**src/design/set_assoc_lru_cache_tags_unit_defines.svh**
```systemverilog
// Assertion macros for the cache tag unit.
// Used by the top level only; no other dependencies.
`ifndef SET_ASSOC_LRU_CACHE_TAGS_UNIT_DEFINES_SVH
`define SET_ASSOC_LRU_CACHE_TAGS_UNIT_DEFINES_SVH

// Check that a condition implies something in the same cycle.
`define SALC_ASSERT_IMP(lbl, clk, rst, a, b, msg) \
   lbl: assert property (@(posedge clk) disable iff (rst) (a) |-> (b)) else $error(msg);

// Check that a condition implies something in the next cycle.
`define SALC_ASSERT_NEXT(lbl, clk, rst, a, b, msg) \
   lbl: assert property (@(posedge clk) disable iff (rst) (a) |=> (b)) else $error(msg);

`endif

```
**src/design/salc_ram.sv**
```systemverilog
// Generic single-port-write, one-read synchronous RAM, registered read.
// No dependencies.
module salc_ram #(
   parameter int Width = 8,
   parameter int Depth = 16
) (
   input  logic                     clock,
   input  logic                     wr_en,
   input  logic [$clog2(Depth)-1:0] wr_addr,
   input  logic [Width-1:0]         wr_data,
   input  logic [$clog2(Depth)-1:0] rd_addr,
   output logic [Width-1:0]         rd_data
);
   logic [Width-1:0] mem_ff [Depth];
   logic [Width-1:0] rd_data_ff;

   // Write and registered read.
   always_ff @(posedge clock) begin
      if (wr_en) begin
         mem_ff[wr_addr] <= wr_data;
      end
      rd_data_ff <= mem_ff[rd_addr];
   end
   assign rd_data = rd_data_ff;
endmodule

```
**config.mk**
```make
export PLATFORM = sky130hd
export DESIGN_NAME = salc_ram
export DESIGN_NICKNAME = d
export VERILOG_FILES = /design/src/design/set_assoc_lru_cache_tags_unit_defines.svh /design/src/design/salc_ram.sv
export SDC_FILE = /design/constraint.sdc
export NUM_CORES = 1
export LEC_CHECK = 0
export ABC_AREA = 1
export BUFFER_PORTS_ARGS = -buffer_cell sky130_fd_sc_hd__buf_2
export CORE_ASPECT_RATIO = 0.8
export CORE_MARGIN = 8
export CORE_UTILIZATION = 63
export CTS_BUF_LIST = sky130_fd_sc_hd__clkbuf_4 sky130_fd_sc_hd__clkbuf_8
export CTS_CLUSTER_DIAMETER = 80
export DETAILED_ROUTE_END_ITERATION = 10
export PLACE_DENSITY = 0.79
export SYNTH_ARGS = -nofsm -noshare
export SYNTH_HDL_FRONTEND = slang
export SYNTH_SLANG_ARGS = --single-unit
```
**constraint.sdc**
```tcl
create_clock -name clock -period 1.5 [get_ports clock]
set_clock_uncertainty 0.15 [all_clocks]
set_input_delay 0.3 -clock clock [delete_from_list [all_inputs] [get_ports clock]]
set_output_delay 0.3 -clock clock [all_outputs]
set_load 0.1 [all_outputs]
```
==> impl_summary.log <==
INFO  metric placed_cells = 697
INFO  metric clock-sinks = 136
INFO  metric vias = 4,085
INFO  metric grt_overflow_total = 0
INFO  metric mappedNetlistArea = 5770 um^2
INFO  metric dieHeight = 102 um
INFO  metric clock_path_buffers = 2
INFO  metric clock_latency = 0.45 ns
INFO  metric nFillCells = 541
INFO  metric fin_crit_sh = 0.969
INFO  metric max-cap-violations = 0
INFO  metric final_cell_mix = nand2_1, edfxtp_1, inv_1
INFO  metric max_clock_freq = 0.688 GHz
INFO  metric critical_path.reg2reg.endpoint = rd_data[5]$_DFF_P_
INFO  metric power_leakage = 2.91 nW
INFO  metric worst_max_slew_margin_expressed_relative_to_the_limit = 0.738
INFO  metric final_report_max_slew_violation_count = 0
INFO  metric drive_gt1_frac = 0.150
INFO  metric cp_num_buf_inv = 1
INFO  metric cts-htree-levels = 4
INFO  metric first_global_vias = 3,806
INFO  metric critical_path_cell_list = buf_12
INFO  metric io_port_bufs = 25
INFO  metric min_delay_path_depth = 3
INFO  metric instances_no_fill = 729
INFO  metric grt_max_degree = 33
INFO  metric number_of_antenna_violations_at_the_first_check_in_global_routing = 0
INFO  metric end_kind = output pin
INFO  metric worstPathArrival = 1.00 ns
INFO  metric timing_worst_slew_pin_value = 0.393 ns
INFO  metric worst_ir_drop_vdd = 777 uV
INFO  metric cts_made_buffers = 17
INFO  metric total_power = 8.07 mW
INFO  metric drc = 0
INFO  metric placement_rows = 31
INFO  metric initialDrtViolationCount = 663
INFO  metric hold-path-endpoint = rd_data[5]$_DFF_P_
INFO  metric setup_viol = 0
INFO  metric route.detailed.wl_per_inst = 17.5 um
INFO  metric via_per_inst = 5.60
INFO  metric worstPathRequired = 1.05 ns
INFO  metric layout.core_utilization = 0.743
INFO  metric mostFrequentLayoutCell = nand2_1
INFO  metric pre_cts_ws = -0.0704 ns
INFO  metric critical_path.max_fanout = 1
INFO  metric tritoncts = built
INFO  metric place.gp.congestion = 0.873
INFO  metric power_per_cell_area = 1210 nW/um^2
INFO  metric start_kind = flop
INFO  metric hold_viol_final = 0
INFO  metric synthesis.area_per_instance = 10.5 um^2
INFO  metric grt_first_pass_wirelength = 20.1 mm
INFO  metric yosys_warnings = 0
INFO  metric critical-path-top-delay-family = flip-flops
INFO  metric io-pin-count = 26
INFO  metric reg2reg_setup_slack = 0.28 ns
INFO  metric die_area = 12,500 um^2
INFO  metric reg2reg_depth = 6
INFO  metric area.growth.synth_to_final = 15.4%
INFO  metric grt_usage = 0.219
INFO  metric route.antenna.remaining_nets = 0
INFO  metric crit_path_top_delay_cell = dfxtp_2
INFO  metric post_cts_hold_buffer_count = 0
INFO  metric dr.pass1.iters = 5
INFO  metric dp.final_hpwl = 8.16 mm
INFO  metric synth.lib_cells_used.distinct = 12
INFO  metric timing.rr.start = mem_ff[7][5]$_DFFE_PP_
INFO  metric path_clk_slew = 0.08 ns
INFO  metric synth.yosys.seq_area_share = 0.694
INFO  metric ctsRootBufferMaster = clkbuf_8
INFO  metric finalCriticalPeriod = 1.45 ns
INFO  metric worst_hold_startpoint = rd_addr[3]
INFO  metric run_status = completed
INFO  metric die_w = 123 um
INFO  metric rsz_0062_raised_after_global_routing = false
INFO  metric synthesis.instances = 551
INFO  metric core_region_area = 8960 um^2
INFO  metric effective_utilization_at_floorplan = 0.644
INFO  metric antenna-diode-count = 0
INFO  metric holdCritPathClass = in2reg
INFO  metric routed_wirelength = 12.8 mm
INFO  metric fin_ws = 0.0466 ns
INFO  metric mappedNetlistNets = 569
INFO  metric fin_nets = 619
INFO  metric crit_path_max_incr_delay = 0.38 ns
INFO  metric cts_post_setup_buffers_inserted = 0
INFO  metric yosys_register_bits = 136
INFO  metric worstSetupPathType = reg2out
[synthesized netlist by cell type]
cell type  count  area [um^2]
inv_1        100          375
dfxtp_1        8          160
buf_4          4         30.0
nand3b_1       2         15.0
edfxtp_1     128         3840
nor2_1        17         63.8
buf_2         13         65.1
nand3_1       97          485
buf_1          1         3.75
nand2_1      173          649
buf_6          6         67.6
inv_2          2         7.51
[cell type report]
type / count / area (um^2) / area share
flip-flops and latches: 136 / 4010 / 0.602
multi-input cells: 289 / 1210 / 0.182
repair buffers: 55 / 512 / 0.0769
inverters: 102 / 383 / 0.0575
clock buffers: 19 / 249 / 0.0374
clock inverters: 13 / 146 / 0.0220
well taps: 115 / 144 / 0.0216
[kinds of logic after synthesis]
logic type             count (synthesis)  synth area share
and+or+nand+nor                      289             0.210
buffers and inverters                126            0.0952
DFF                                  136             0.694
[flip-flops by register name (all words and copies together) (netlist names)]
signal   flops
mem_ff     128
rd_data      8
[what timing repair did]
action / CTS / global route
setup endpoints to repair: 4 / 1
gates resized for setup: 5 / 1
hold endpoints to repair: 0 / 0
[routing by layer]
| metal | GRT usage | share of wire | up-vias |
|---|---|---|---|
| li1 | - | - | 1873 |
| met1 | 0.304 | 0.42 | 1908 |
| met2 | 0.313 | 0.44 | 278 |
| met3 | 0.0618 | 0.12 | 26 |
| met4 | 0.104 | 0.018 | 0 |
| met5 | 0 | 0 | - |
[per-stage QoR]
step / setup TNS, ns / area, um^2 / hold WS [ns]
after global routing: 0 / 6660 / 0.0498
after CTS: 0 / 6660 / 0.0380
final: 0 / 6660 / 0.0588
after global placement: -0.0106 / 6250 / 0.500
after floorplan: 0 / 5770 / 0.249
after detailed placement: -0.101 / 6250 / 0.517
[power by group]
group | internal [mW] | switching (mW)
clock | 1.53 | 1.46
combinational | 0.248 | 0.550
sequential | 4.24 | 0.0421
total | 6.02 | 2.05
[how the worst max path moves through the flow]
stage	startpoint	endpoint	slack, ns	cells past startpoint
floorplan	wr_addr[3]	mem_ff[4][0]$_DFFE_PP_	0.1	2
detailed placement	rd_addr[0]	rd_data[5]$_DFF_P_	-0.07	7
finish	rd_data[7]$_DFF_P_	rd_data[7]	0.05	1
global route	rd_data[1]$_DFF_P_	rd_data[1]	0.02	1
global placement	rd_addr[0]	rd_data[7]$_DFF_P_	-0.01	7
CTS	rd_data[0]$_DFF_P_	rd_data[0]	0.004	1
Power figures use the tool's default switching activity.
